`src/rtl/core/swpw_pkg.sv`:
```
// Shared types and constants for the single-wire pulse-width transceiver.
package swpw_pkg;

	// Configuration register indexes
	localparam logic [1:0] REG_TICKS_PER_US   = 2'd0;
	localparam logic [1:0] REG_SAMPLE_DELAY   = 2'd1;
	localparam logic [1:0] REG_EDGE_TIMEOUT   = 2'd2;
	localparam logic [1:0] REG_RX_BIT_COUNT   = 2'd3;

	localparam int CfgIndexWidth = 2;
	localparam int CfgDataWidth  = 16;

	// Register reset values
	localparam logic [7:0]  TICKS_PER_US_RST = 8'd16;
	localparam logic [9:0]  SAMPLE_DELAY_RST = 10'd32;
	localparam logic [15:0] EDGE_TIMEOUT_RST = 16'd252;
	localparam logic [6:0]  RX_BIT_COUNT_RST = 7'd32;

	// Receive length cap and last bit of a byte
	localparam logic [6:0] RX_MAX_BITS   = 7'd64;
	localparam logic [2:0] BYTE_LAST_BIT = 3'd7;
	localparam logic [1:0] SLOT_LAST     = 2'd3;

	typedef enum logic [2:0] {
		PH_IDLE         = 3'd0,
		PH_SEND_BIT     = 3'd1,
		PH_SEND_STOP    = 3'd2,
		PH_RX_WAIT_LOW  = 3'd3,
		PH_RX_DELAY     = 3'd4,
		PH_RX_WAIT_HIGH = 3'd5
	} phase_t;

	typedef struct packed {
		logic [7:0]  ticks_per_microsecond;
		logic [9:0]  sample_delay_ticks;
		logic [15:0] edge_timeout_ticks;
		logic [6:0]  receive_bit_count;
	} cfg_t;

	typedef struct packed {
		logic       line_level;
		logic       send_valid;
		logic [7:0] send_byte;
		logic       send_final;
		logic       receive_request;
	} in_word_t;

	typedef struct packed {
		logic drive_low;
		logic byte_taken;
		logic send_finished;
		logic send_underrun;
		logic bit_valid;
		logic bit_value;
		logic receive_finished;
		logic receive_timeout;
		logic busy_res;
	} out_word_t;

endpackage

```
`src/rtl/core/swpw_core.sv`:
```
// Line coding state machine: one tick of send or receive timing per step.
module swpw_core import swpw_pkg::*; (
	input  logic      clk,
	input  logic      arst_n,
	input  logic      step,
	input  in_word_t  word,
	input  cfg_t      cfg,
	output out_word_t res
);

	phase_t      phase_q, phase_d;
	logic [15:0] tick_q, tick_d;
	logic [1:0]  slot_q, slot_d;
	logic [2:0]  bit_idx_q, bit_idx_d;
	logic [7:0]  shift_q, shift_d;
	logic        final_q, final_d;
	logic [6:0]  rx_cnt_q, rx_cnt_d;

	logic [15:0] tick_inc;
	logic [15:0] tpu;
	logic [15:0] sample_lim;
	logic [15:0] edge_lim;
	logic [6:0]  want;
	logic [6:0]  rx_cnt_inc;
	logic        slot_end;
	logic        edge_expired;
	logic        sample_now;

	// Effective register values: zero acts as one, bit count capped
	always_comb begin
		tpu        = (cfg.ticks_per_microsecond == 8'd0) ? 16'd1
		             : {8'd0, cfg.ticks_per_microsecond};
		sample_lim = (cfg.sample_delay_ticks == 10'd0) ? 16'd1
		             : {6'd0, cfg.sample_delay_ticks};
		edge_lim   = (cfg.edge_timeout_ticks == 16'd0) ? 16'd1
		             : cfg.edge_timeout_ticks;
		if (cfg.receive_bit_count == 7'd0)
			want = 7'd1;
		else if (cfg.receive_bit_count > RX_MAX_BITS)
			want = RX_MAX_BITS;
		else
			want = cfg.receive_bit_count;
	end

	assign tick_inc     = tick_q + 16'd1;
	assign rx_cnt_inc   = rx_cnt_q + 7'd1;
	assign slot_end     = (tick_inc >= tpu);
	assign edge_expired = (tick_inc >= edge_lim);
	assign sample_now   = (tick_inc >= sample_lim);

	// Next state
	always_comb begin
		phase_d   = phase_q;
		tick_d    = tick_q;
		slot_d    = slot_q;
		bit_idx_d = bit_idx_q;
		shift_d   = shift_q;
		final_d   = final_q;
		rx_cnt_d  = rx_cnt_q;
		unique case (phase_q)
			PH_IDLE: begin
				if (word.send_valid) begin
					shift_d   = word.send_byte;
					final_d   = word.send_final;
					bit_idx_d = 3'd0;
					slot_d    = 2'd0;
					tick_d    = 16'd0;
					phase_d   = PH_SEND_BIT;
				end else if (word.receive_request) begin
					tick_d   = 16'd0;
					rx_cnt_d = 7'd0;
					phase_d  = PH_RX_WAIT_LOW;
				end
			end
			PH_SEND_BIT: begin
				tick_d = tick_inc;
				if (slot_end) begin
					tick_d = 16'd0;
					if (slot_q != SLOT_LAST) begin
						slot_d = slot_q + 2'd1;
					end else begin
						slot_d = 2'd0;
						if (bit_idx_q != BYTE_LAST_BIT) begin
							bit_idx_d = bit_idx_q + 3'd1;
							shift_d   = {shift_q[6:0], 1'b0};
						end else begin
							bit_idx_d = 3'd0;
							if (!final_q && word.send_valid) begin
								shift_d = word.send_byte;
								final_d = word.send_final;
							end else begin
								phase_d = PH_SEND_STOP;
							end
						end
					end
				end
			end
			PH_SEND_STOP: begin
				if (tick_q >= tpu) begin
					tick_d  = 16'd0;
					phase_d = PH_IDLE;
				end else begin
					tick_d = tick_inc;
				end
			end
			PH_RX_WAIT_LOW: begin
				if (!word.line_level) begin
					tick_d  = 16'd0;
					phase_d = PH_RX_DELAY;
				end else if (edge_expired) begin
					tick_d  = 16'd0;
					phase_d = PH_IDLE;
				end else begin
					tick_d = tick_inc;
				end
			end
			PH_RX_DELAY: begin
				tick_d = tick_inc;
				if (sample_now) begin
					tick_d   = 16'd0;
					rx_cnt_d = rx_cnt_inc;
					phase_d  = (rx_cnt_inc >= want) ? PH_IDLE : PH_RX_WAIT_HIGH;
				end
			end
			PH_RX_WAIT_HIGH: begin
				if (word.line_level) begin
					tick_d  = 16'd0;
					phase_d = PH_RX_WAIT_LOW;
				end else if (edge_expired) begin
					tick_d  = 16'd0;
					phase_d = PH_IDLE;
				end else begin
					tick_d = tick_inc;
				end
			end
			default: begin
				tick_d  = 16'd0;
				phase_d = PH_IDLE;
			end
		endcase
	end

	// Result word for this tick
	always_comb begin
		res = '0;
		unique case (phase_q)
			PH_IDLE: begin
				res.byte_taken = word.send_valid;
			end
			PH_SEND_BIT: begin
				// a one is low for slot 0 only, a zero for slots 0..2
				res.drive_low = (slot_q == 2'd0) || (!shift_q[7] && slot_q != SLOT_LAST);
				if (slot_end && slot_q == SLOT_LAST && bit_idx_q == BYTE_LAST_BIT) begin
					res.byte_taken    = !final_q && word.send_valid;
					res.send_underrun = !final_q && !word.send_valid;
				end
			end
			PH_SEND_STOP: begin
				res.send_finished = (tick_q >= tpu);
				res.drive_low     = !(tick_q >= tpu);
			end
			PH_RX_WAIT_LOW: begin
				res.receive_timeout = word.line_level && edge_expired;
			end
			PH_RX_DELAY: begin
				res.bit_valid        = sample_now;
				res.bit_value        = sample_now && word.line_level;
				res.receive_finished = sample_now && (rx_cnt_inc >= want);
			end
			PH_RX_WAIT_HIGH: begin
				res.receive_timeout = !word.line_level && edge_expired;
			end
			default: begin
				res.drive_low = 1'b0;
			end
		endcase
		res.busy_res = (phase_q != PH_IDLE) || (phase_d != PH_IDLE);
	end

	// State registers advance once per processed tick
	always_ff @(posedge clk or negedge arst_n) begin
		if (!arst_n) begin
			phase_q   <= PH_IDLE;
			tick_q    <= '0;
			slot_q    <= '0;
			bit_idx_q <= '0;
			shift_q   <= '0;
			final_q   <= 1'b0;
			rx_cnt_q  <= '0;
		end else if (step) begin
			phase_q   <= phase_d;
			tick_q    <= tick_d;
			slot_q    <= slot_d;
			bit_idx_q <= bit_idx_d;
			shift_q   <= shift_d;
			final_q   <= final_d;
			rx_cnt_q  <= rx_cnt_d;
		end
	end

	// A stop bit only ever follows a byte boundary inside a send
	a_stop_entry: assert property (@(posedge clk) disable iff (!arst_n)
		(step && phase_d == PH_SEND_STOP && phase_q != PH_SEND_STOP)
			|=> ($past(phase_q) == PH_SEND_BIT))
		else $error("stop bit entered from a non-send phase");

	// Receive finish only comes with a presented bit
	a_fin_bit: assert property (@(posedge clk) disable iff (!arst_n)
		res.receive_finished |-> res.bit_valid)
		else $error("receive finished without a bit");

	// Received count never passes the cap while receiving
	a_rx_cap: assert property (@(posedge clk) disable iff (!arst_n)
		(phase_q == PH_RX_WAIT_LOW || phase_q == PH_RX_DELAY
			|| phase_q == PH_RX_WAIT_HIGH) |-> (rx_cnt_q < RX_MAX_BITS))
		else $error("receive count past cap");

	// Timeout and sampled bit never land on the same tick
	a_to_excl: assert property (@(posedge clk) disable iff (!arst_n)
		!(res.receive_timeout && res.bit_valid))
		else $error("timeout together with a bit");

endmodule

```
`src/rtl/core/single_wire_pulse_width_transceiver_top.sv`:
```
// Top level: input register, line coding core, result register, config registers.
//
//  channel | direction | handshake          | payload
//  in      | to block  | in_valid/in_stall   | in_word  (one clock tick of line state)
//  out     | from block| out_valid/out_stall | out_word (drive and strobes for that tick)
//  cfg     | to block  | cfg_we              | cfg_index, cfg_data
//
// One word per cycle sustained while out_stall is low; a taken word passes through the
// input register, then result register, the core state advancing as it leaves stage one.
// Reset clears all control state and loads the register reset values.
// A stalled output holds its word; the input register still takes one word behind it,
// after which in_stall rises until the output moves.
module single_wire_pulse_width_transceiver_top import swpw_pkg::*; (
	input  logic                     clk,
	input  logic                     arst_n,
	input  logic                     in_valid,
	output logic                     in_stall,
	input  in_word_t                 in_word,
	output logic                     out_valid,
	input  logic                     out_stall,
	output out_word_t                out_word,
	input  logic                     cfg_we,
	input  logic [CfgIndexWidth-1:0] cfg_index,
	input  logic [CfgDataWidth-1:0]  cfg_data
);

	cfg_t      cfg_q;
	logic      valid_s1;
	in_word_t  word_s1;
	logic      out_valid_q;
	out_word_t out_word_q;
	out_word_t res;
	logic      advance;

	// Stage one moves on when the result register is free or draining
	assign advance  = valid_s1 && (!out_valid_q || !out_stall);
	assign in_stall = valid_s1 && !advance;

	// Configuration registers
	always_ff @(posedge clk or negedge arst_n) begin
		if (!arst_n) begin
			cfg_q.ticks_per_microsecond <= TICKS_PER_US_RST;
			cfg_q.sample_delay_ticks    <= SAMPLE_DELAY_RST;
			cfg_q.edge_timeout_ticks    <= EDGE_TIMEOUT_RST;
			cfg_q.receive_bit_count     <= RX_BIT_COUNT_RST;
		end else if (cfg_we) begin
			unique case (cfg_index)
				REG_TICKS_PER_US: cfg_q.ticks_per_microsecond <= cfg_data[7:0];
				REG_SAMPLE_DELAY: cfg_q.sample_delay_ticks    <= cfg_data[9:0];
				REG_EDGE_TIMEOUT: cfg_q.edge_timeout_ticks    <= cfg_data;
				REG_RX_BIT_COUNT: cfg_q.receive_bit_count     <= cfg_data[6:0];
				default:          cfg_q                       <= cfg_q;
			endcase
		end
	end

	// Input register
	always_ff @(posedge clk or negedge arst_n) begin
		if (!arst_n) begin
			valid_s1 <= 1'b0;
		end else if (in_valid && !in_stall) begin
			valid_s1 <= 1'b1;
		end else if (advance) begin
			valid_s1 <= 1'b0;
		end
	end

	always_ff @(posedge clk) begin
		if (in_valid && !in_stall) begin
			word_s1 <= in_word;
		end
	end

	swpw_core u_core (
		.clk    (clk),
		.arst_n (arst_n),
		.step   (advance),
		.word   (word_s1),
		.cfg    (cfg_q),
		.res    (res)
	);

	// Result register
	always_ff @(posedge clk or negedge arst_n) begin
		if (!arst_n) begin
			out_valid_q <= 1'b0;
		end else if (advance) begin
			out_valid_q <= 1'b1;
		end else if (!out_stall) begin
			out_valid_q <= 1'b0;
		end
	end

	always_ff @(posedge clk) begin
		if (advance) begin
			out_word_q <= res;
		end
	end

	assign out_valid = out_valid_q;
	assign out_word  = out_word_q;

endmodule
```
`config.mk`:
```
export PLATFORM = sky130hd
export DESIGN_NAME = single_wire_pulse_width_transceiver_top
export DESIGN_NICKNAME = d
export VERILOG_FILES = /design/src/rtl/core/swpw_pkg.sv /design/src/rtl/core/swpw_core.sv /design/src/rtl/core/single_wire_pulse_width_transceiver_top.sv
export SDC_FILE = /design/constraint.sdc
export NUM_CORES = 1
export LEC_CHECK = 0
export ABC_AREA = 1
export BUFFER_PORTS_ARGS = -buffer_cell sky130_fd_sc_hd__buf_2
export CORE_UTILIZATION = 40
export CTS_BUF_LIST = sky130_fd_sc_hd__clkbuf_16
export DETAILED_ROUTE_END_ITERATION = 16
export PLACE_DENSITY = 0.63
export RECOVER_POWER = 50
export SYNTH_ARGS = -nofsm -noshare
export SYNTH_HDL_FRONTEND = slang
export SYNTH_SLANG_ARGS = --single-unit
```
`constraint.sdc`:
```
create_clock -name clk -period 2.82 [get_ports clk]
set_input_delay 0.423 -clock clk [delete_from_list [all_inputs] [get_ports clk]]
set_output_delay 0.423 -clock clk [all_outputs]
set_load 0.05 [all_outputs]
```
==> results.toml <==
[yosys]
synth_nets = 905
yosys_warnings = 0
syn_area_mm2 = 0.00637
synth-edff-count = 21
yosys.cell_types.count = 40
synth_area_leaders = "dfrtp_1 (29%), nand2_1 (13%), ha_1 (11%)"
synth_ff_type = "dfrtp_1"
synth_top_cell_area_share = 0.290
postSynthCellCount = 815
async_flop_share = 0.798
synth_top_area_cell = "dfrtp_1"
ys_ff_latch = 104
avgSynthCellArea_um2 = 7.82
ys_seq_area_frac = 0.426

[outcome]
outcome = "finished, violations left"
violations = "setup timing"

[timing]
post-route-period-util = 1.03
skew_ns = 0.0103
period_needed_ns = 2.90
tightest_slew_ns = 1.15
setup_viol = 20
finalWorstSetupSlack_ns = -0.0848
fmax_ghz = 0.344
drv_slew = 0
hold_viol = 0
rsz0062_at_grt = "true"
relSlewSlack = 0.232

[drt]
antenna_left = 0
dr.pass1.iters = 5
route.detailed.drc = 0
routed_wl_um = 15600
drt-vias-per-instance = 4.85
wl_per_cell_um = 13.5
first_iter_violations = 295
via_count = 5601

[setup_path]
cpMostUsedCell = "nand2_1"
critPathSlowestCell = "dfrtp_2"
critPathArrivalTime_ns = 3.20
reg2reg_slack_ns = -0.08
reg2reg_to = "u_core.tick_q[0]"
cp.required_ns = 3.12
ff2ff_path_depth = 23
max_stage_delay_ns = 0.44
reg2reg_from = "u_core.tick_q[1]"
critical_path.startpoint_type = "register"
path_cells = "ha_4 -> buf_4 -> nand2_4 -> buf_4 -> nand2_1 -> o21a_1 -> ha_1 -> nand2_2 -> nor2_4 -> nand2_2 -> nand2_1 -> nor2_1 -> nand2_1 -> nand2_1 -> nand2_1 -> nor2_2 -> nand2_2 -> o21ai_2 -> nor2_4 -> o21ai_4 -> clkbuf_16 -> nand2_1 -> nand2_1"
critPathKind = "register to register"
path_max_fanout = 6
critPathCaptureType = "register"

[power_and_ir_drop]
power_mw = 5.28
p_int_mw = 3.25
vdd_drop_max_uv = 338
power_frac_comb = 0.395
p_seq_frac = 0.379
power_switching_mw = 2.04
pwr-share-clk = 0.226
p_sw_frac = 0.385
pwr_density_cell_mw_per_mm2 = 650
p_leak_nw = 4.20

[clocking]
cts_tree = "built"
clk_pin_slew_ns = 0.08
ctsLongestPathBuffers = 2
cts_max_level = 3
root_buffer = "clkbuf_16"
cts.sinks = 104
clk_latency_ns = 0.35
cts_made_buffers = 9

[run]
maxCapViolCount = 0

[global_route]
grt_pass1_wl_um = 25000
grt_use_total = 0.196
grt_max_degree = 44
grt_overflow = 0
antenna_found_initial = 0
grt_pass1_vias = 5099

[cells_and_area]
seq_area_mm2 = 0.00272
final_util = 0.529
fin_nets = 1028
fill_cells = 1414
syn_to_final_growth_pct = 27.6
diodes = 0
multi_input_area_mm2 = 0.00350
drive_gt1_frac = 0.266

[worst_hold_path]
hold_start = "in_word[2]"
worstHoldEndpoint = "word_s1[2]"
min_path_type = "input pin to register"
whs_path_depth = 1

[die]
rows = 45
dieArea_mm2 = 0.0164
start_util = 0.415
core_area_mm2 = 0.0154
die_w_um = 128
io_pins = 46
die_height_um = 128

[place]
hpwl_um = 11400
port_buffers = 45
place_congestion = 0.857
-- what timing repair did --
action                                  in CTS  in global routing
gates resized for setup                     14                 77
hold buffers                                 0                  0
endpoints found under the setup margin      34                 45
pin swaps                                    3                 34
buffers inserted                             6                 10
gates cloned                                 2                  2
-- power by group through the flow --
stage          clock network (mW)  logic (mW)  registers (mW)
5_1_grt                      1.28        2.33            2.04
3_5_place_dp                    0        1.81            2.03
6_report                     1.19        2.09            2.00
4_1_cts                      1.22        1.87            2.00
2_1_floorplan                   0        1.19            2.05
3_3_place_gp                    0        1.79            2.03
-- placed cells by master, fill, tap and decap left out, types with 11 or more instances in the layout --
cell and instances:
inv_1 119, ha_1 45, dfrtp_1 73, a21oi_1 28, o21ai_0 50, nand4_1 11
edfxtp_1 21, nand2_1 204, nand3_1 30, buf_4 66, buf_2 44, nand2_2 32
nor2_1 69
-- per-layer routing --
| metal | GRT usage | vias to the layer above | wire length (µm) |
|---|---|---|---|
| met5 | 0 | - | 0 |
| met4 | 0.0526 | 0 | 166 |
| met3 | 0.0351 | 9 | 514 |
| met2 | 0.304 | 92 | 7160 |
| met1 | 0.279 | 2617 | 7760 |
| li1 | - | 2883 | - |
-- Yosys cell counts, types with 3 or more instances --
| master | instances |
|---|---|
| o21ai_2 | 4 |
| nand4_1 | 11 |
| inv_1 | 126 |
| clkbuf_1 | 8 |
| nand2_1 | 222 |
| dfstp_2 | 9 |
| nand2_2 | 19 |
| nor2_4 | 3 |
| o21ai_1 | 8 |
| o21a_1 | 3 |
| ha_1 | 55 |
| nor2_1 | 74 |
| o21ai_0 | 55 |
| nor3_1 | 7 |
| dfrtp_1 | 74 |
| nor2_2 | 5 |
| a21oi_1 | 32 |
| nand3_1 | 40 |
| edfxtp_1 | 21 |
| xor2_1 | 7 |
| nor4_1 | 8 |
-- critical path: cells and delay by family (launching register included) --
kind / cells / cell delay, ns
compound gates: 3 / 0.43
fa+ha+maj: 2 / 0.47
buf+inv: 3 / 0.44
flops: 1 / 0.44
simple gates: 15 / 1.07
-- sequential cells by signal (all words and copies together) (netlist names) --
name,count
u_core.phase_q,3
word_s1,12
u_core.final_q,1
out_valid,1
out_word,9
u_core.bit_idx_q,3
u_core.tick_q,16
valid_s1,1
u_core.rx_cnt_q,7
u_core.slot_q,2
u_core.shift_q,8
cfg_q,41
-- through the flow --
| stage | cell area (µm²) | std cells | TNS, ns | setup WS [ns] | hold WS, ns |
|---|---|---|---|---|---|
| 4_1_cts | 7680 | 1142 | -0.0429 | -0.0174 | 0.0882 |
| 6_report | 8130 | 1154 | -1.10 | -0.0848 | 0.244 |
| 3_5_place_dp | 7280 | 1118 | -0.831 | -0.0581 | 0.459 |
| 3_3_place_gp | 7280 | 1118 | -0.0277 | -0.0209 | 0.459 |
| 5_1_grt | 8130 | 1154 | -5.39 | -0.220 | 0.231 |
| 2_1_floorplan | 6370 | 815 | 0 | 0.0532 | 0.127 |
-- area by class of cell --
| class | count | share of cell area |
|---|---|---|
| multi-input cells | 574 | 0.431 |
| flip-flops and latches | 104 | 0.334 |
| repair buffers | 122 | 0.109 |
| inverters | 127 | 0.0589 |
| well taps | 211 | 0.0325 |
| clock buffers | 9 | 0.0277 |
| clock inverters | 7 | 0.00662 |
-- worst max path at each step --
stage,cells past startpoint,slack (ns),start,endpoint
after floorplan,19,0.05,u_core.tick_q[0],u_core.tick_q[7]
after global placement,16,-0.02,u_core.tick_q[2],u_core.shift_q[0]
after detailed placement,22,-0.06,u_core.tick_q[0],u_core.tick_q[15]
after CTS,21,-0.02,u_core.tick_q[1],u_core.rx_cnt_q[4]
after global routing,24,-0.22,u_core.tick_q[3],u_core.tick_q[8]
final,23,-0.08,u_core.tick_q[1],u_core.tick_q[0]
-- kinds of logic (layout without fill, tap and decap cells) --
group | count (synthesis) | after routing | synth area share
AND/OR/NAND/NOR | 394 | 395 | 0.267
adder cells (fa/ha/maj) | 55 | 55 | 0.108
AO/OA/AOI/OAI | 115 | 116 | 0.102
buffers and inverters | 139 | 265 | 0.0850
flip-flops | 104 | 104 | 0.426
XOR/XNOR | 8 | 8 | 0.0110
No activity file was read; power rests on OpenSTA's default activity.
